[src/hw/rtl/conv3x3_image_filter_unit_defines.svh]
// Assertion macros used by the convolution filter top level.
`ifndef CONV3X3_IMAGE_FILTER_UNIT_DEFINES_SVH
`define CONV3X3_IMAGE_FILTER_UNIT_DEFINES_SVH
`ifndef SYNTH
`define C3F_ASSERT_IMP(lbl, ante, cons) \
  lbl: assert property (@(posedge clk_i) disable iff (!rst_ni) (ante) |-> (cons)) \
    else $error("conv3x3 filter: check failed");
`define C3F_ASSERT_NXT(lbl, ante, cons) \
  lbl: assert property (@(posedge clk_i) disable iff (!rst_ni) (ante) |=> (cons)) \
    else $error("conv3x3 filter: check failed");
`else
`define C3F_ASSERT_IMP(lbl, ante, cons)
`define C3F_ASSERT_NXT(lbl, ante, cons)
`endif
`endif

[src/hw/rtl/c3f_pkg.sv]
// Shared types and constants of the 3x3 convolution filter.
`default_nettype none
package c3f_pkg;

  localparam int MAX_WIDTH      = 2048;
  localparam int MAX_HEIGHT     = 4096;
  localparam int COEF_FRAC_BITS = 8;

  // Depth of the queue between front and back, and of the result queue.
  localparam int MID_DEPTH = 4;
  localparam int QCW       = $clog2(MID_DEPTH + 1);
  localparam int OUT_DEPTH = 8;

  localparam logic [11:0] WIDTH_RST  = 12'd640;
  localparam logic [12:0] HEIGHT_RST = 13'd480;
  localparam logic [47:0] KTOP_RST   = 48'h0000_0000_0000;
  localparam logic [47:0] KMID_RST   = 48'h0000_0100_0000;
  localparam logic [47:0] KBOT_RST   = 48'h0000_0000_0000;

  typedef enum logic [2:0] {
    REG_WIDTH  = 3'd0,
    REG_HEIGHT = 3'd1,
    REG_KTOP   = 3'd2,
    REG_KMID   = 3'd3,
    REG_KBOT   = 3'd4
  } cfg_reg_e;

  // One 3x3 neighbourhood; px[row][pos], row 0 is the oldest line, pos 0 the left column.
  typedef struct packed {
    logic [2:0][2:0][7:0] px;
    logic                 line_end;
    logic                 frame_end;
  } win_t;

endpackage
`default_nettype wire

[src/hw/rtl/c3f_fifo.sv]
// Small register-based first-in first-out queue.
`default_nettype none
module c3f_fifo #(
  parameter int WIDTH = 8,
  parameter int DEPTH = 4
) (
  input  wire logic                       clk_i,
  input  wire logic                       rst_ni,
  input  wire logic                       push_i,
  input  wire logic [WIDTH-1:0]           wdata_i,
  input  wire logic                       pop_i,
  output logic      [WIDTH-1:0]           rdata_o,
  output logic                            empty_o,
  output logic      [$clog2(DEPTH+1)-1:0] count_o
);

  localparam int AW = $clog2(DEPTH);
  localparam int CW = $clog2(DEPTH + 1);

  logic [WIDTH-1:0] mem_q [DEPTH];
  logic [AW-1:0]    wptr_q, wptr_d, rptr_q, rptr_d;
  logic [CW-1:0]    count_q, count_d;

  always_comb begin
    wptr_d  = wptr_q;
    rptr_d  = rptr_q;
    count_d = count_q;
    if (push_i) begin
      wptr_d = (32'(wptr_q) == DEPTH - 1) ? '0 : wptr_q + AW'(1);
    end
    if (pop_i) begin
      rptr_d = (32'(rptr_q) == DEPTH - 1) ? '0 : rptr_q + AW'(1);
    end
    case ({push_i, pop_i})
      2'b10:   count_d = count_q + CW'(1);
      2'b01:   count_d = count_q - CW'(1);
      default: count_d = count_q;
    endcase
  end

  always_ff @(posedge clk_i or negedge rst_ni) begin
    if (!rst_ni) begin
      wptr_q  <= '0;
      rptr_q  <= '0;
      count_q <= '0;
    end else begin
      wptr_q  <= wptr_d;
      rptr_q  <= rptr_d;
      count_q <= count_d;
    end
  end

  always_ff @(posedge clk_i) begin
    if (push_i) begin
      mem_q[wptr_q] <= wdata_i;
    end
  end

  assign rdata_o = mem_q[rptr_q];
  assign empty_o = (count_q == '0);
  assign count_o = count_q;

endmodule
`default_nettype wire

[src/hw/rtl/c3f_back.sv]
// Back end: multiply-accumulate pipeline, truncation, saturation and result queue.
`default_nettype none
module c3f_back (
  input  wire logic                clk_i,
  input  wire logic                rst_ni,
  input  wire logic                q_empty_i,
  input  wire c3f_pkg::win_t       q_win_i,
  output logic                     q_pop_o,
  input  wire logic [2:0][47:0]    kernel_i,
  input  wire logic                pop_i,
  output logic                     empty_o,
  output logic      [7:0]          pixel_out_o,
  output logic                     line_end_o,
  output logic                     frame_end_o
);

  localparam int F   = c3f_pkg::COEF_FRAC_BITS;
  localparam int OCW = $clog2(c3f_pkg::OUT_DEPTH + 1);
  localparam int LW  = OCW + 1;

  logic               b1_valid_q, b2_valid_q, b3_valid_q;
  logic [1:0]         b1_flags_q, b2_flags_q, b3_flags_q;
  logic signed [24:0] prod_d [3][3];
  logic signed [24:0] prod_q [3][3];
  logic signed [26:0] rsum_q [3];
  logic signed [28:0] total_q;
  logic [7:0]         sat;
  logic [OCW-1:0]     out_count;
  logic [9:0]         out_rdata;
  logic               out_empty;
  logic [LW-1:0]      pending;

  // Every beat in flight already owns a slot of the result queue.
  assign pending = LW'(out_count) + LW'(b1_valid_q) + LW'(b2_valid_q) + LW'(b3_valid_q);
  assign q_pop_o = !q_empty_i && (pending < LW'(c3f_pkg::OUT_DEPTH));

  always_comb begin
    for (int r = 0; r < 3; r++) begin
      for (int p = 0; p < 3; p++) begin
        prod_d[r][p] = 25'(signed'({1'b0, q_win_i.px[r][p]})
                       * signed'(kernel_i[r][16*p +: 16]));
      end
    end
  end

  always_ff @(posedge clk_i or negedge rst_ni) begin
    if (!rst_ni) begin
      b1_valid_q <= 1'b0;
      b2_valid_q <= 1'b0;
      b3_valid_q <= 1'b0;
    end else begin
      b1_valid_q <= q_pop_o;
      b2_valid_q <= b1_valid_q;
      b3_valid_q <= b2_valid_q;
    end
  end

  always_ff @(posedge clk_i) begin
    for (int r = 0; r < 3; r++) begin
      for (int p = 0; p < 3; p++) begin
        prod_q[r][p] <= prod_d[r][p];
      end
      rsum_q[r] <= 27'(prod_q[r][0]) + 27'(prod_q[r][1]) + 27'(prod_q[r][2]);
    end
    total_q    <= 29'(rsum_q[0]) + 29'(rsum_q[1]) + 29'(rsum_q[2]);
    b1_flags_q <= {q_win_i.line_end, q_win_i.frame_end};
    b2_flags_q <= b1_flags_q;
    b3_flags_q <= b2_flags_q;
  end

  // A sum that is zero or negative gives black; a large one clips to white.
  always_comb begin
    if (total_q[28] || (total_q == '0)) begin
      sat = 8'd0;
    end else if (|total_q[27:F+8]) begin
      sat = 8'd255;
    end else begin
      sat = total_q[F+7:F];
    end
  end

  c3f_fifo #(
    .WIDTH (10),
    .DEPTH (c3f_pkg::OUT_DEPTH)
  ) u_out_fifo (
    .clk_i   (clk_i),
    .rst_ni  (rst_ni),
    .push_i  (b3_valid_q),
    .wdata_i ({sat, b3_flags_q}),
    .pop_i   (pop_i && !out_empty),
    .rdata_o (out_rdata),
    .empty_o (out_empty),
    .count_o (out_count)
  );

  assign empty_o     = out_empty;
  assign pixel_out_o = out_rdata[9:2];
  assign line_end_o  = out_rdata[1];
  assign frame_end_o = out_rdata[0];

endmodule
`default_nettype wire

[config.mk]
export PLATFORM = sky130hd
export DESIGN_NAME = c3f_back
export DESIGN_NICKNAME = d
export VERILOG_FILES = /design/src/hw/rtl/conv3x3_image_filter_unit_defines.svh /design/src/hw/rtl/c3f_pkg.sv /design/src/hw/rtl/c3f_fifo.sv /design/src/hw/rtl/c3f_back.sv
export SDC_FILE = /design/constraint.sdc
export NUM_CORES = 2
export LEC_CHECK = 0
export BUFFER_PORTS_ARGS = -buffer_cell sky130_fd_sc_hd__buf_4
export CAP_MARGIN = 5
export CORE_ASPECT_RATIO = 1.4
export CORE_UTILIZATION = 50
export DETAILED_ROUTE_END_ITERATION = 7
export PLACE_DENSITY = 0.77
export SLEW_MARGIN = 15
export SYNTH_ARGS = -nofsm -noshare
export SYNTH_HDL_FRONTEND = slang
export SYNTH_SLANG_ARGS = --single-unit
[constraint.sdc]
create_clock -name clk_i -period 4.3 [get_ports clk_i]
set_clock_uncertainty 0.15 [all_clocks]
set_input_delay 0.215 -clock clk_i [delete_from_list [all_inputs] [get_ports clk_i]]
set_output_delay 0.215 -clock clk_i [all_outputs]
set_load 0.01 [all_outputs]
==> impl_metrics.yaml <==
run_status:
  status: "complete, no violations"
clock_tree:
  path_clk_slew_ps: 60
  clockBufferDepth: 3
  clock_sinks: 434
  cts_root_buf: "clkbuf_16"
  cts_tree: "yes"
  htree_num_levels: 2
  insertion_delay_ps: 600
  cts-buffers-inserted: 49
placed_design:
  gp_congestion: 0.908
  io_buffers: 233
  dp_slack_ps: -513
  hpwl_mm: 119
logic_synthesis:
  synth_ff_type: "dfxtp_1"
  netlist_instances: 6205
  synth_edf_count: 80
  synth_largest_area_cell: "fa_1"
  synthTopCellsByArea: "fa_1 (35%), ha_1 (12%), dfxtp_1 (12%)"
  ys_types: 87
  syn_avg_cell_area_um2: 9.50
  synth_seq_area_share: 0.162
  synthArstFlopShare: 0.0300
  synth_top_area_frac: 0.348
  syn_area_um2: 58900
  yosys_warnings: 0
  ys_seq_elements: 434
  synth.net_count: 8013
worst_setup_path:
  slowest_delay_ps: 570
  r2r_end: "total_q[19]$_DFF_P_"
  required_ps: 4610
  cp_cell_sequence: "dlygate4sd3_1 > buf_6 > and2_1 > fa_2 > fa_1 > inv_1 > fa_2 > fa_1 > inv_2 > ha_4 > and3_4 > a221oi_4 > o32ai_2 > o21ai_2 > o21bai_1 > a21oi_2 > o21ai_1 > xnor2_1"
  cp_slowest_cell: "dlygate4sd3_1"
  rrSetupSlack_ps: 630
  worstSetupStartpointType: "input port"
  end_kind: "register"
  r2r_start: "rsum_q[0][1]$_DFF_P_"
  arrival_ps: 4530
  path_buf_inv: 4
  worst-r2r-cell-count: 12
  crit_fanout: 8
  path_class: "in -> reg"
  critPathTopFamily: "adder cells"
timing:
  fin_ws_ps: 82.3
  fin_crit_ps: 4220
  max_freq_mhz: 237
  drv_slew: 0
  tightestPinTransition_ps: 1200
  setup_viol: 0
  period_share: 0.981
  timing.final.hold_violations: 0
  slew_headroom: 0.198
hold_path:
  hp-start: "kernel_i[97]"
  min_path_cells: 4
  worst_hold_path_type: "in -> reg"
  hold_end: "prod_q[2][51]$_DFF_P_"
cells_and_area:
  syn_to_final_growth_pct: 18.9
  drive_above_1_share: 0.166
  multi_input_area_um2: 44400
  fillers: 9544
  nets: 8886
  most-common-layout-cells: "inv_1 (1413), fa_1 (1008), buf_4 (868)"
  final_common_cell: "inv_1"
  final-seq-area_um2: 9550
floorplanning:
  die_w_um: 292
  die_h_um: 408
  row_count: 148
  start_util: 0.505
  io-pin-count: 234
  core_um2: 117000
  dieArea_um2: 119000
route:
  drtIter0Drc: 2007
  dr.pass1.iters: 7
  wl_mm: 138
  avgRoutedWirePerCell_um: 16.1
  via_per_inst: 5.11
  num_vias: 44000
  drc_errors: 0
  ant_nets: 0
global_routing:
  grt_pass1_wl_mm: 233
  gr-usage-all-layers: 0.239
  grt_max_degree: 24
  grt_antenna_before_repair: 1
  grt_overflow_total: 0
  grt_pass1_vias: 49100
flow_run:
  maxCapViolCount: 0
[cells in the mapped netlist, drive strengths merged, types with 55 or more instances]
master  instances
nand2         640
dfxtp         341
clkbuf        100
and2          648
edfxtp         80
o21ai         112
nand3          55
inv          1417
ha            560
nor2          139
a21o          107
xnor2         211
xor2           85
a21oi         227
fa           1026
[flip-flops by register name, indices dropped and copies added (netlist names)]
name,count
b2_flags_q,2
u_out_fifo.wptr_q,3
b3_valid_q,1
b1_valid_q,1
b1_flags_q,2
u_out_fifo.rptr_q,3
u_out_fifo.mem_q,80
b3_flags_q,2
prod_q,225
b2_valid_q,1
rsum_q,81
total_q,29
u_out_fifo.count_o,4
[metal layers]
layer,wire [um],share of wire,track usage,up-vias
met1,52000,0.38,0.265,22000
met4,5690,0.041,0.0901,0
met2,76700,0.55,0.469,919
li1,-,-,-,20800
met5,0,0,0,-
met3,4090,0.030,0.0180,326
[what timing repair did]
| action | in CTS | in global routing |
|---|---|---|
| buffers inserted | 0 | 10 |
| endpoints found under the setup margin | 0 | 32 |
| hold buffers | 24 | 0 |
| gates resized for setup | 0 | 61 |
| endpoints found under the hold margin | 36 | 0 |
[worst register-to-register path, delay by kind of cell (launching register included)]
family	cells	cell delay (ps)
compound gates	6	1370
xor+xnor	1	160
fa+ha+maj	3	1250
buf+inv	1	80
flops	1	360
simple gates	1	190
[logic make-up after synthesis]
family          synth area share
flops                      0.162
simple gates               0.141
compound gates            0.0775
fa+ha+maj                  0.467
mux                       0.0108
buf+inv                   0.0969
xor+xnor                  0.0440
[through the flow]
| step | hold slack, ps | cell area [um2] | util | setup TNS [ps] | std cells |
|---|---|---|---|---|---|
| floorplan | -231 | 59800 | - | -257 | 6205 |
| global placement | -86.7 | 67900 | 0.582 | -19000 | 8494 |
| detailed placement | -81.0 | 67900 | 0.582 | -24040 | 8494 |
| CTS | 1.56 | 69800 | 0.598 | 0 | 8609 |
| global route | 13.9 | 70100 | 0.601 | -199 | 8619 |
| finish | 3.38 | 70100 | 0.601 | 0 | 8619 |
[final cells by class]
| type | instances | share of cell area |
|---|---|---|
| diodes | 1 | 0.0000357 |
| clock buffers | 65 | 0.0195 |
| clock inverters | 26 | 0.00355 |
| inverters | 1417 | 0.0759 |
| multi-input cells | 4251 | 0.634 |
| flip-flops and latches | 434 | 0.136 |
| well taps | 1500 | 0.0268 |
| repair buffers | 925 | 0.104 |
[worst max path at each step]
stage,startpoint,to,slack [ps],cells past startpoint
6_report,kernel_i[81],prod_q[1][24]$_DFF_P_,80,18
3_3_place_gp,q_win_i[26],prod_q[1][66]$_DFF_P_,-450,20
2_1_floorplan,q_win_i[18],prod_q[0][22]$_DFF_P_,-120,18
4_1_cts,kernel_i[97],prod_q[2][73]$_DFF_P_,4,19
3_5_place_dp,q_win_i[18],prod_q[0][22]$_DFF_P_,-510,19
5_1_grt,q_win_i[19],prod_q[0][22]$_DFF_P_,-60,19
Power is left out: the tool's default activity adds up to more than one toggle a clock period on the data nets, which glitch-free logic cannot reach.
