`src/hw/rtl/conv3x3_image_filter_unit_defines.svh`:
```
// Assertion macros used by the convolution filter top level.
`ifndef CONV3X3_IMAGE_FILTER_UNIT_DEFINES_SVH
`define CONV3X3_IMAGE_FILTER_UNIT_DEFINES_SVH
`ifndef SYNTH
`define C3F_ASSERT_IMP(lbl, ante, cons) \
  lbl: assert property (@(posedge clk_i) disable iff (!rst_ni) (ante) |-> (cons)) \
    else $error("conv3x3 filter: check failed");
`define C3F_ASSERT_NXT(lbl, ante, cons) \
  lbl: assert property (@(posedge clk_i) disable iff (!rst_ni) (ante) |=> (cons)) \
    else $error("conv3x3 filter: check failed");
`else
`define C3F_ASSERT_IMP(lbl, ante, cons)
`define C3F_ASSERT_NXT(lbl, ante, cons)
`endif
`endif

```
`src/hw/rtl/c3f_fifo.sv`:
```
// Small register-based first-in first-out queue.
`default_nettype none
module c3f_fifo #(
  parameter int WIDTH = 8,
  parameter int DEPTH = 4
) (
  input  wire logic                       clk_i,
  input  wire logic                       rst_ni,
  input  wire logic                       push_i,
  input  wire logic [WIDTH-1:0]           wdata_i,
  input  wire logic                       pop_i,
  output logic      [WIDTH-1:0]           rdata_o,
  output logic                            empty_o,
  output logic      [$clog2(DEPTH+1)-1:0] count_o
);

  localparam int AW = $clog2(DEPTH);
  localparam int CW = $clog2(DEPTH + 1);

  logic [WIDTH-1:0] mem_q [DEPTH];
  logic [AW-1:0]    wptr_q, wptr_d, rptr_q, rptr_d;
  logic [CW-1:0]    count_q, count_d;

  always_comb begin
    wptr_d  = wptr_q;
    rptr_d  = rptr_q;
    count_d = count_q;
    if (push_i) begin
      wptr_d = (32'(wptr_q) == DEPTH - 1) ? '0 : wptr_q + AW'(1);
    end
    if (pop_i) begin
      rptr_d = (32'(rptr_q) == DEPTH - 1) ? '0 : rptr_q + AW'(1);
    end
    case ({push_i, pop_i})
      2'b10:   count_d = count_q + CW'(1);
      2'b01:   count_d = count_q - CW'(1);
      default: count_d = count_q;
    endcase
  end

  always_ff @(posedge clk_i or negedge rst_ni) begin
    if (!rst_ni) begin
      wptr_q  <= '0;
      rptr_q  <= '0;
      count_q <= '0;
    end else begin
      wptr_q  <= wptr_d;
      rptr_q  <= rptr_d;
      count_q <= count_d;
    end
  end

  always_ff @(posedge clk_i) begin
    if (push_i) begin
      mem_q[wptr_q] <= wdata_i;
    end
  end

  assign rdata_o = mem_q[rptr_q];
  assign empty_o = (count_q == '0);
  assign count_o = count_q;

endmodule
`default_nettype wire

```
`config.mk`:
```
export PLATFORM = sky130hd
export DESIGN_NAME = c3f_fifo
export DESIGN_NICKNAME = d
export VERILOG_FILES = /design/src/hw/rtl/conv3x3_image_filter_unit_defines.svh /design/src/hw/rtl/c3f_fifo.sv
export SDC_FILE = /design/constraint.sdc
export NUM_CORES = 1
export LEC_CHECK = 0
export BUFFER_PORTS_ARGS = -buffer_cell sky130_fd_sc_hd__buf_2
export CAP_MARGIN = 20
export CORE_MARGIN = 2
export CORE_UTILIZATION = 59
export CTS_CLUSTER_DIAMETER = 120
export DETAILED_ROUTE_END_ITERATION = 12
export PLACE_DENSITY = 0.87
export SYNTH_ARGS = -nofsm -noshare
export SYNTH_HDL_FRONTEND = slang
export SYNTH_SLANG_ARGS = --single-unit
```
`constraint.sdc`:
```
create_clock -name clk_i -period 4.2 [get_ports clk_i]
set_clock_uncertainty 0.05 [all_clocks]
set_input_delay 0 -clock clk_i [delete_from_list [all_inputs] [get_ports clk_i]]
set_output_delay 0 -clock clk_i [all_outputs]
set_load 0.005 [all_outputs]
```
==> load_flow_metrics.sql, run 1 <==
INSERT INTO impl_metrics (metric_group, metric, value, unit) VALUES
('cts', 'clock-sinks', '39', ''),
('sta', 'max_slew.worst_pin.slew', '590.1', 'ps'),
('sta', 'setup_violations', '0', ''),
('route', 'detailedRoute.firstPassIterationCount', '4', ''),
('cts', 'clk_pin_slew', '110', 'ps'),
('finish', 'drive_above_1_share', '34.17', '%'),
('outcome', 'outcome', 'finished, final reports clean', ''),
('sta', 'setup-tns-final', '0', 'ps'),
('finish', 'fillerInstances', '136', ''),
('route', 'remaining_drc_errors', '0', ''),
('global_route', 'gr-max-usage-layer', 'met2', ''),
('logic_synthesis', 'postSynthRegisterBits', '39', ''),
('die', 'initial_utilization', '62.66', '%'),
('logic_synthesis', 'synth_cell_types', '18', ''),
('cts', 'cts_inserted_buffers', '5', ''),
('sta', 'period_share', '44.34', '%'),
('logic_synthesis', 'yosys.area.top_type_share', '61.34', '%'),
('worst_setup_path', 'worstPathCellList', 'mux4_2, buf_2', ''),
('sta', 'final-hold-violation-count', '0', ''),
('worst_setup_path', 'r2r.worst_path.cells', '3', ''),
('hold_path', 'min_path_type', 'input pin to flip-flop', ''),
('cts', 'clockBufferDepth', '2', ''),
('worst_setup_path', 'worstReg2RegStart', 'wptr_q[0]$_DFFE_PN0P_', ''),
('cts', 'root_buffer', 'sky130_fd_sc_hd__clkbuf_4', ''),
('global_route', 'via_count_of_the_first_global_routing_pass', '863', ''),
('sta', 'grt_setup_unrepaired', 'false', ''),
('worst_setup_path', 'timing.critical_path.from', 'rptr_q[0]$_DFFE_PN0P_', ''),
('logic_synthesis', 'netlist.top_cell.by_area', 'sky130_fd_sc_hd__edfxtp_1', ''),
('logic_synthesis', 'synth_area_per_cell', '19.83', 'um2'),
('placement', 'dp_hpwl', '1673', 'um'),
('finish', 'final_core_util', '76.38', '%'),
('sta', 'highest_clock_frequency_the_design_can_meet', '537.0', 'MHz'),
('worst_setup_path', 'start_kind', 'flip-flop', ''),
('logic_synthesis', 'ys_warn_count', '0', ''),
('power_and_ir_drop', 'powerDensity', '608.8', 'mW/mm2'),
('worst_setup_path', 'highest_delay_cell_along_the_critical_path', 'sky130_fd_sc_hd__dfrtp_1', ''),
('global_route', 'groute.usage.overall', '19.59', '%'),
('logic_synthesis', 'synthesis.instances', '79', ''),
('logic_synthesis', 'synth_fp_nets', '98', ''),
('worst_setup_path', 'path_max_fanout', '11', ''),
('route', 'average_routed_wire_per_standard_cell', '17.84', 'um'),
('worst_setup_path', 'endpoint_kind', 'primary output', ''),
('power_and_ir_drop', 'power_leakage', '0.7470', 'nW'),
('finish', 'finish.net_count', '138', ''),
('global_route', 'use_met2', '35.88', '%'),
('die', 'dieArea', '0.003083', 'mm2'),
('route', 'antenna_violating_nets_post_route', '0', ''),
('global_route', 'grt.met1_usage', '19.43', '%'),
('cts', 'cts_h_tree_depth', '2', ''),
('global_route', 'grt.overflow.total', '0', ''),
('die', 'core-area', '0.002500', 'mm2'),
('global_route', 'grt_start_max_net_pins', '13', ''),
('logic_synthesis', 'yosys-top-cells-area', 'sky130_fd_sc_hd__edfxtp_1, sky130_fd_sc_hd__mux4_2, sky130_fd_sc_hd__dfrtp_1', ''),
('die', 'die_width', '55.53', 'um'),
('global_route', 'gr-usage-met3', '7.494', '%'),
('worst_setup_path', 'criticalPathCategory', 'flip-flop to primary output', ''),
('global_route', 'first_pass_grt_wire_length', '4153', 'um'),
('hold_path', 'holdPathStages', '2', ''),
('logic_synthesis', 'mappedNetlistArea', '0.001567', 'mm2'),
('worst_setup_path', 'cp_data_required_time', '4150', 'ps'),
('sta', 'post-route-min-period', '1862', 'ps'),
('die', 'die-height', '55.53', 'um'),
('global_route', 'initial_antenna_violation_count', '0', ''),
('route', 'post_dr_vias_cell', '5.333', ''),
('route', 'via_count', '800', ''),
('die', 'num_io_pins', '24', ''),
('finish', 'area_growth_syn_to_layout', '21.88', '%'),
('sta', 'timing.slew.headroom', '60.66', '%'),
('finish', 'num_antenna_cells', '0', ''),
('flow_run', 'max_cap_violations', '0', ''),
('placement', 'final_estimated_routing_congestion_in_global_placement', '0.6695', '');
==> layer usage <==
| layer | vias to the layer above | part of all wire (%) |
|---|---|---|
| met2 | 19 | 58 |
| met5 | - | 0 |
| met4 | 0 | 2.1 |
| li1 | 379 | - |
| met1 | 395 | 35 |
| met3 | 7 | 5.0 |
==> layout by cell type (no fill, tap or decap) <==
cell type / Yosys / routed
sky130_fd_sc_hd__edfxtp_1: 32 / 32
sky130_fd_sc_hd__xor2_1: 2 / 2
sky130_fd_sc_hd__nor3_1: 1 / 1
sky130_fd_sc_hd__dfrtp_1: 7 / 7
sky130_fd_sc_hd__fa_1: 1 / 1
sky130_fd_sc_hd__dlygate4sd3_1: 0 / 12
sky130_fd_sc_hd__and2_1: 4 / 4
sky130_fd_sc_hd__clkinv_2: 0 / 1
sky130_fd_sc_hd__buf_2: 1 / 23
sky130_fd_sc_hd__or3_1: 1 / 1
sky130_fd_sc_hd__o21ai_0: 2 / 2
sky130_fd_sc_hd__mux2i_1: 1 / 1
sky130_fd_sc_hd__clkbuf_8: 0 / 1
sky130_fd_sc_hd__clkbuf_4: 0 / 5
sky130_fd_sc_hd__nor2_1: 2 / 2
sky130_fd_sc_hd__inv_1: 6 / 6
sky130_fd_sc_hd__xnor2_1: 1 / 1
sky130_fd_sc_hd__mux4_2: 8 / 8
sky130_fd_sc_hd__ha_1: 6 / 6
sky130_fd_sc_hd__mux2_2: 2 / 2
sky130_fd_sc_hd__nand2_1: 1 / 1
sky130_fd_sc_hd__bufinv_16: 0 / 1
==> cell usage after synthesis <==
cell and n:
sky130_fd_sc_hd__edfxtp_1 32, sky130_fd_sc_hd__mux4_2 8, sky130_fd_sc_hd__dfrtp_1 7, sky130_fd_sc_hd__ha_1 6, sky130_fd_sc_hd__inv_1 6, sky130_fd_sc_hd__and2_1 4
sky130_fd_sc_hd__mux2_2 2, sky130_fd_sc_hd__nor2_1 2, sky130_fd_sc_hd__o21ai_0 2, sky130_fd_sc_hd__xor2_1 2, sky130_fd_sc_hd__buf_2 1, sky130_fd_sc_hd__buf_6 1
sky130_fd_sc_hd__fa_1 1, sky130_fd_sc_hd__mux2i_1 1, sky130_fd_sc_hd__nand2_1 1, sky130_fd_sc_hd__nor3_1 1, sky130_fd_sc_hd__or3_1 1, sky130_fd_sc_hd__xnor2_1 1
==> per-stage QoR <==
stage / power (mW) / cells / setup slack, ps / hold slack, ps / area, um2
after floorplan: 0.7886 / 79 / 2813 / -345.6 / 1567
after global placement: 0.8789 / 130 / 2728 / -211.0 / 1703
after detailed placement: 0.9141 / 130 / 2677 / -208.8 / 1703
after CTS: 1.180 / 150 / 2280 / 333.0 / 1909
after global routing: 1.232 / 150 / 2210 / 335.6 / 1909
final: 1.162 / 150 / 2338 / 355.9 / 1909
==> where the power goes <==
group          internal, mW  total [mW]  leakage (nW)  switching [mW]
logic                 0.184       0.319         0.322           0.135
clock network         0.141       0.259        0.0482           0.119
registers             0.508       0.584         0.377          0.0761
==> registers in the layout, indices dropped and copies added (netlist names) <==
register and cells:
mem_q 32, count_o 3, rptr_q 2, wptr_q 2
==> path summary, 6_finish.rpt <==
path,endpoint,slack [ps]
worst min register to register,count_o[2]$_DFFE_PN0P_,450
max in group asynchronous,count_o[1]$_DFFE_PN0P_,3290
worst max-delay path,rdata_o[4],2340
worst min-delay path,mem_q[2][0]$_DFFE_PP_,360
worst max register to register,mem_q[0][1]$_DFFE_PP_,2680
min in group asynchronous,wptr_q[1]$_DFFE_PN0P_,560
==> worst max-delay path: cells and delay by family, from the launching register on <==
family                 cells  cell delay (ps)
DFF                        1              730
muxes                      1              580
buffers and inverters      1              140
==> layout make-up <==
type	instances	area [um2]	area share (%)
repair buffers	35	235.2	12.32
clock buffers	6	51.30	2.687
inverters	6	22.52	1.180
clock inverters	2	35.03	1.835
flip-flops and latches	39	1136	59.50
well taps	30	37.54	1.966
multi-input cells	32	391.6	20.51
==> repair_timing <==
action | 4_1_cts | 5_1_grt
gates resized for setup | 0 | 0
endpoints found under the hold margin | 43 | 0
hold buffers | 12 | 0
==> kinds of logic after synthesis <==
family	share of synthesized area, %
AOI/OAI and AO/OA	0.6390
xor gates and xnor gates	1.678
adders and majority gates	6.070
buffers and inverters	2.476
DFF	72.52
muxes	13.58
and+or+nand+nor	3.035
(Power assumes the default switching activity.)
==> run 2, diff against run 1 <==
Settings changed: CORE_UTILIZATION 59 to 49, PLACE_DENSITY 0.87 to 0.78.
Clock period 4.2 ns to 1.7 ns, I/O delays scaled along.
==> load_flow_metrics.sql, run 2 (synthesis gave the netlist of run 1 again) <==
INSERT INTO impl_metrics (metric_group, metric, value, unit) VALUES
('outcome', 'outcome', 'finished, final reports clean', ''),
('sta', 'highest_clock_frequency_the_design_can_meet', '622.7', 'MHz'),
('finish', 'largest_register_ff_count', '32', ''),
('route', 'remaining_drc_errors', '0', ''),
('finish', 'num_antenna_cells', '0', ''),
('route', 'drt_iter0_markers', '36', ''),
('finish', 'area_growth_syn_to_layout', '23.88', '%'),
('worst_setup_path', 'r2r.worst_path.cells', '5', ''),
('worst_setup_path', 'data_arrival_at_the_endpoint_of_the_critical_path', '1560', 'ps'),
('finish', 'fillerInstances', '241', ''),
('finish', 'layout.cells.most_common_list', 'sky130_fd_sc_hd__edfxtp_1, sky130_fd_sc_hd__buf_2, sky130_fd_sc_hd__dlygate4sd3_1', ''),
('finish', 'finish.net_count', '142', ''),
('die', 'core-area', '0.003053', 'mm2'),
('worst_setup_path', 'start_kind', 'flip-flop', ''),
('global_route', 'first_pass_grt_wire_length', '3808', 'um'),
('route', 'post_dr_vias_cell', '4.786', ''),
('worst_setup_path', 'highest_delay_cell_along_the_critical_path', 'sky130_fd_sc_hd__dfrtp_4', ''),
('sta', 'layout_setup_ws', '94.02', 'ps'),
('power_and_ir_drop', 'power_leakage', '0.7471', 'nW'),
('global_route', 'grt_start_max_net_pins', '13', ''),
('sta', 'setup_violations', '0', ''),
('die', 'initial_utilization', '51.31', '%'),
('finish', 'final_cell_area', '0.001941', 'mm2'),
('cts', 'cts_inserted_buffers', '5', ''),
('flow_run', 'max_cap_violations', '0', ''),
('die', 'num_io_pins', '24', ''),
('sta', 'slew_viols_final', '0', ''),
('cts', 'cts_h_tree_depth', '2', ''),
('placement', 'final_estimated_routing_congestion_in_global_placement', '0.6680', ''),
('global_route', 'groute.usage.overall', '15.13', '%'),
('route', 'via_count', '804', ''),
('cts', 'postCtsSetupRepairBufs', '0', ''),
('global_route', 'via_count_of_the_first_global_routing_pass', '815', ''),
('sta', 'final-hold-violation-count', '0', ''),
('die', 'die_width', '60.54', 'um'),
('placement', 'placement.cell_area', '0.001750', 'mm2'),
('sta', 'setup-tns-final', '0', 'ps'),
('cts', 'clockBufferDepth', '2', ''),
('die', 'die-height', '60.54', 'um'),
('sta', 'timing.hold.ws', '352.7', 'ps'),
('worst_setup_path', 'cp_slowest_stage_delay', '550', 'ps'),
('cts', 'tritoncts', 'done', ''),
('sta', 'grt_setup_unrepaired', 'false', ''),
('placement', 'place.port_buffers', '23', ''),
('worst_setup_path', 'criticalPathCategory', 'flip-flop to primary output', ''),
('route', 'drt-total-wl', '2343', 'um'),
('worst_setup_path', 'worstPathCellList', 'mux4_2, buf_2', ''),
('power_and_ir_drop', 'worst_ir_drop_vdd', '0.6944', 'mV'),
('cts', 'clock-sinks', '39', ''),
('finish', 'largest_register', 'mem_q', ''),
('route', 'average_routed_wire_per_standard_cell', '13.95', 'um'),
('sta', 'timing.slew.headroom', '69.44', '%'),
('global_route', 'initial_antenna_violation_count', '0', ''),
('finish', 'drive_above_1_share', '37.10', '%'),
('finish', 'layout_commonest_cell', 'sky130_fd_sc_hd__edfxtp_1', ''),
('finish', 'sequential_cell_area', '0.001140', 'mm2'),
('power_and_ir_drop', 'powerDensity', '1388', 'mW/mm2'),
('die', 'dieArea', '0.003665', 'mm2'),
('global_route', 'grt.overflow.total', '0', ''),
('worst_setup_path', 'path_max_fanout', '11', ''),
('placement', 'pre_cts_slack', '199.4', 'ps'),
('finish', 'multi_input_comb_area', '404.1', 'um2'),
('cts', 'root_buffer', 'sky130_fd_sc_hd__clkbuf_4', ''),
('placement', 'dp_hpwl', '1580', 'um'),
('worst_setup_path', 'endpoint_kind', 'primary output', ''),
('cts', 'clkLatencyLatePin', '330', 'ps'),
('hold_path', 'min_path_type', 'input pin to flip-flop', ''),
('cts', 'clk_pin_slew', '110', 'ps'),
('route', 'antenna_violating_nets_post_route', '0', ''),
('sta', 'max_slew.worst_pin.slew', '458.4', 'ps'),
('die', 'placementRows', '20', ''),
('sta', 'post-route-min-period', '1606', 'ps'),
('route', 'detailedRoute.firstPassIterationCount', '4', ''),
('power_and_ir_drop', 'report.power.total', '2.693', 'mW'),
('worst_setup_path', 'cp_data_required_time', '1650', 'ps'),
('hold_path', 'holdPathStages', '2', ''),
('sta', 'period_share', '94.47', '%');
-- run 2: cell count changes in the layout (fill, tap and decap cells not counted) --
cell | previous run | this run
sky130_fd_sc_hd__buf_4 | 0 | 4
sky130_fd_sc_hd__bufinv_16 | 1 | 0
sky130_fd_sc_hd__clkbuf_1 | 0 | 1
sky130_fd_sc_hd__clkbuf_8 | 1 | 0
sky130_fd_sc_hd__clkinvlp_4 | 0 | 1
sky130_fd_sc_hd__dfrtp_1 | 7 | 6
sky130_fd_sc_hd__dfrtp_4 | 0 | 1
sky130_fd_sc_hd__ha_1 | 6 | 5
sky130_fd_sc_hd__ha_4 | 0 | 1
-- run 2: cell type report --
type | count | share of cell area [%]
well taps | 44 | 2.837
multi-input cells | 32 | 20.83
flip-flops and latches | 39 | 58.74
repair buffers | 39 | 13.67
inverters | 6 | 1.161
clock buffers | 6 | 2.128
clock inverters | 2 | 0.6447
-- run 2: per-stage QoR --
stage	util, %	std cells
2_1_floorplan	-	79
3_3_place_gp	57.34	148
3_5_place_dp	57.34	148
4_1_cts	63.07	168
5_1_grt	63.57	168
6_report	63.57	168
-- run 2: final timing paths --
kind / startpoint / endpoint / slack [ps]
setup / recovery: rptr_q[0]$_DFFE_PN0P_ / rdata_o[2] / 90
hold / removal: wdata_i[1] / mem_q[2][1]$_DFFE_PP_ / 350
setup reg to reg: count_o[0]$_DFFE_PN0P_ / count_o[2]$_DFFE_PN0P_ / 240
hold reg to reg: count_o[2]$_DFFE_PN0P_ / count_o[2]$_DFFE_PN0P_ / 440
max in group asynchronous: rst_ni / rptr_q[0]$_DFFE_PN0P_ / 780
min in group asynchronous: rst_ni / count_o[2]$_DFFE_PN0P_ / 560
-- run 2: where the power goes --
group	internal, mW	switching [mW]	total (mW)
sequential	1.26	0.163	1.43
combinational	0.485	0.338	0.822
clock	0.160	0.284	0.444
-- run 2: what timing repair did --
action / in CTS / in global routing
endpoints found under the setup margin: 8 / 9
pin swaps: 0 / 3
endpoints found under the hold margin: 43 / 0
gates resized for setup: 1 / 3
hold buffers: 12 / 0
-- run 2: critical path: cells and delay by family (launching register included) --
family	cells	cell delay (ps)
mux	1	530
buf+inv	1	140
flops	1	550
-- run 2: layer usage --
metal / up-vias / GRT usage, % / wire, um
met4: 0 / 6.522 / 38
met3: 6 / 5.757 / 90
met2: 16 / 24.38 / 1189
met5: - / 0 / 0
met1: 396 / 18.45 / 1025
li1: 386 / - / -
==> run 3, diff against run 2 <==
Settings changed: CORE_UTILIZATION 49 to 59, PLACE_DENSITY 0.78 to 0.87.
Clock period 1.7 ns to 1.85 ns, I/O delays scaled along.
==> load_flow_metrics.sql, run 3 (synthesis gave the netlist of run 1 again) <==
INSERT INTO impl_metrics (metric_group, metric, value, unit) VALUES
('outcome', 'outcome', 'finished, final reports clean', ''),
('sta', 'setup_violations', '0', ''),
('cts', 'clockBufferDepth', '2', ''),
('sta', 'grt_setup_unrepaired', 'false', ''),
('sta', 'period_share', '89.54', '%'),
('die', 'die_width', '55.53', 'um'),
('global_route', 'first_pass_grt_wire_length', '3967', 'um'),
('sta', 'max_slew.worst_pin.slew', '490.2', 'ps'),
('route', 'via_count', '789', ''),
('worst_setup_path', 'cp_data_required_time', '1800', 'ps'),
('sta', 'setup-tns-final', '0', 'ps'),
('route', 'post_dr_vias_cell', '5.260', ''),
('worst_setup_path', 'regToRegEndpoint', 'mem_q[0][6]$_DFFE_PP_', ''),
('finish', 'layout_commonest_cell', 'sky130_fd_sc_hd__edfxtp_1', ''),
('worst_setup_path', 'worstReg2RegStart', 'wptr_q[0]$_DFFE_PN0P_', ''),
('finish', 'multi_input_comb_area', '391.6', 'um2'),
('power_and_ir_drop', 'powerDensity', '1334', 'mW/mm2'),
('finish', 'final_core_util', '75.88', '%'),
('global_route', 'via_count_of_the_first_global_routing_pass', '876', ''),
('cts', 'clk_pin_slew', '110', 'ps'),
('global_route', 'grt_start_max_net_pins', '13', ''),
('die', 'die-height', '55.53', 'um'),
('route', 'antenna_violating_nets_post_route', '0', ''),
('worst_setup_path', 'highest_delay_cell_along_the_critical_path', 'sky130_fd_sc_hd__dfrtp_2', ''),
('hold_path', 'holdPathStages', '2', ''),
('hold_path', 'worst_hold_startpoint', 'wdata_i[4]', ''),
('die', 'dieArea', '0.003083', 'mm2'),
('worst_setup_path', 'criticalPathCategory', 'flip-flop to primary output', ''),
('route', 'detailedRoute.firstPassIterationCount', '4', ''),
('worst_setup_path', 'r2r.worst_path.cells', '3', ''),
('route', 'average_routed_wire_per_standard_cell', '15.98', 'um'),
('finish', 'largest_register_ff_count', '32', ''),
('route', 'drt-total-wl', '2397', 'um'),
('route', 'drt_iter0_markers', '7', ''),
('finish', 'finish.net_count', '138', ''),
('worst_setup_path', 'endpoint_kind', 'primary output', ''),
('flow_run', 'max_cap_violations', '0', ''),
('hold_path', 'worst_hold_path.endpoint', 'mem_q[0][4]$_DFFE_PP_', ''),
('cts', 'cts_h_tree_depth', '2', ''),
('die', 'initial_utilization', '62.66', '%'),
('global_route', 'grt.overflow.total', '0', ''),
('power_and_ir_drop', 'power_leakage', '0.7353', 'nW'),
('cts', 'cts_inserted_buffers', '5', ''),
('die', 'placementRows', '18', ''),
('worst_setup_path', 'path_max_fanout', '11', ''),
('sta', 'final-hold-violation-count', '0', ''),
('finish', 'largest_register', 'mem_q', ''),
('die', 'num_io_pins', '24', ''),
('finish', 'area_growth_syn_to_layout', '21.09', '%'),
('worst_setup_path', 'timing.critical_path.from', 'rptr_q[0]$_DFFE_PN0P_', ''),
('worst_setup_path', 'ff2ff_setup_slack', '310', 'ps'),
('global_route', 'initial_antenna_violation_count', '0', ''),
('worst_setup_path', 'data_arrival_at_the_endpoint_of_the_critical_path', '1610', 'ps'),
('finish', 'sequential_cell_area', '0.001137', 'mm2'),
('route', 'remaining_drc_errors', '0', ''),
('placement', 'dp_hpwl', '1611', 'um'),
('sta', 'highest_clock_frequency_the_design_can_meet', '603.7', 'MHz'),
('cts', 'clkLatencyLatePin', '340', 'ps'),
('die', 'core-area', '0.002500', 'mm2'),
('finish', 'fillerInstances', '136', ''),
('cts', 'root_buffer', 'sky130_fd_sc_hd__clkbuf_4', ''),
('hold_path', 'min_path_type', 'input pin to flip-flop', ''),
('worst_setup_path', 'worstPathCellList', 'mux4_2, buf_2', ''),
('sta', 'slew_viols_final', '0', ''),
('placement', 'final_estimated_routing_congestion_in_global_placement', '0.6597', ''),
('finish', 'num_antenna_cells', '0', ''),
('worst_setup_path', 'cp_slowest_stage_delay', '570', 'ps'),
('global_route', 'groute.usage.overall', '18.27', '%'),
('finish', 'layout.cells.most_common_list', 'sky130_fd_sc_hd__edfxtp_1, sky130_fd_sc_hd__buf_2, sky130_fd_sc_hd__dlygate4sd3_1', ''),
('sta', 'timing.slew.headroom', '67.32', '%'),
('sta', 'post-route-min-period', '1656', 'ps'),
('cts', 'tritoncts', 'done', ''),
('placement', 'place.port_buffers', '23', ''),
('cts', 'clock-sinks', '39', ''),
('worst_setup_path', 'start_kind', 'flip-flop', ''),
('finish', 'drive_above_1_share', '35.00', '%'),
('power_and_ir_drop', 'worst_ir_drop_vdd', '1.006', 'mV');
## run 3: layer usage
| metal | global-route usage (%) | share of wire, % | vias to the layer above |
|---|---|---|---|
| met5 | 0 | 0 | - |
| met4 | 9.408 | 2.2 | 0 |
| met3 | 7.026 | 3.8 | 5 |
| met2 | 29.42 | 53 | 16 |
| met1 | 21.31 | 41 | 390 |
| li1 | - | - | 378 |
## run 3: timing repair
item	in CTS	in global routing
hold endpoints to repair	43	0
gates resized for setup	1	0
endpoints found under the setup margin	7	0
buffers inserted	0	0
hold buffers	12	0
## run 3: worst max-delay path: cells and delay by family (launching register included)
kind,cells,cell delay (ps)
DFF,1,570
muxes,1,550
buffers and inverters,1,140
## run 3: power by group
| part | switching (mW) | internal (mW) |
|---|---|---|
| clock | 0.272 | 0.222 |
| sequential | 0.170 | 1.16 |
| combinational | 0.295 | 0.415 |
| total | 0.737 | 1.79 |
## run 3: layout make-up
| type | count | area share, % |
|---|---|---|
| inverters | 6 | 1.187 |
| multi-input cells | 32 | 20.65 |
| clock inverters | 1 | 0.3958 |
| flip-flops and latches | 39 | 59.96 |
| well taps | 30 | 1.979 |
| repair buffers | 35 | 12.40 |
| clock buffers | 7 | 3.430 |
## run 3: how the worst max path moves through the flow
stage	end	slack, ps	cells after the start
global route	rdata_o[0]	110	2
global placement	rdata_o[3]	380	2
CTS	rdata_o[1]	160	2
finish	rdata_o[6]	190	2
floorplan	count_o[2]$_DFFE_PN0P_	460	5
detailed placement	mem_q[0][0]$_DFFE_PP_	330	3
## run 3: metrics by stage
| stage | cells | instance area (um2) | power, mW | hold WS, ps | setup WS, ps |
|---|---|---|---|---|---|
| final | 150 | 1897 | 2.530 | 341.2 | 193.5 |
| after global routing | 150 | 1897 | 2.687 | 353.7 | 108.8 |
| after CTS | 150 | 1897 | 2.569 | 331.1 | 164.9 |
| after detailed placement | 130 | 1703 | 2.054 | -206.9 | 326.5 |
| after global placement | 130 | 1703 | 1.995 | -207.7 | 377.4 |
| after floorplan | 79 | 1567 | 1.790 | -345.6 | 462.7 |
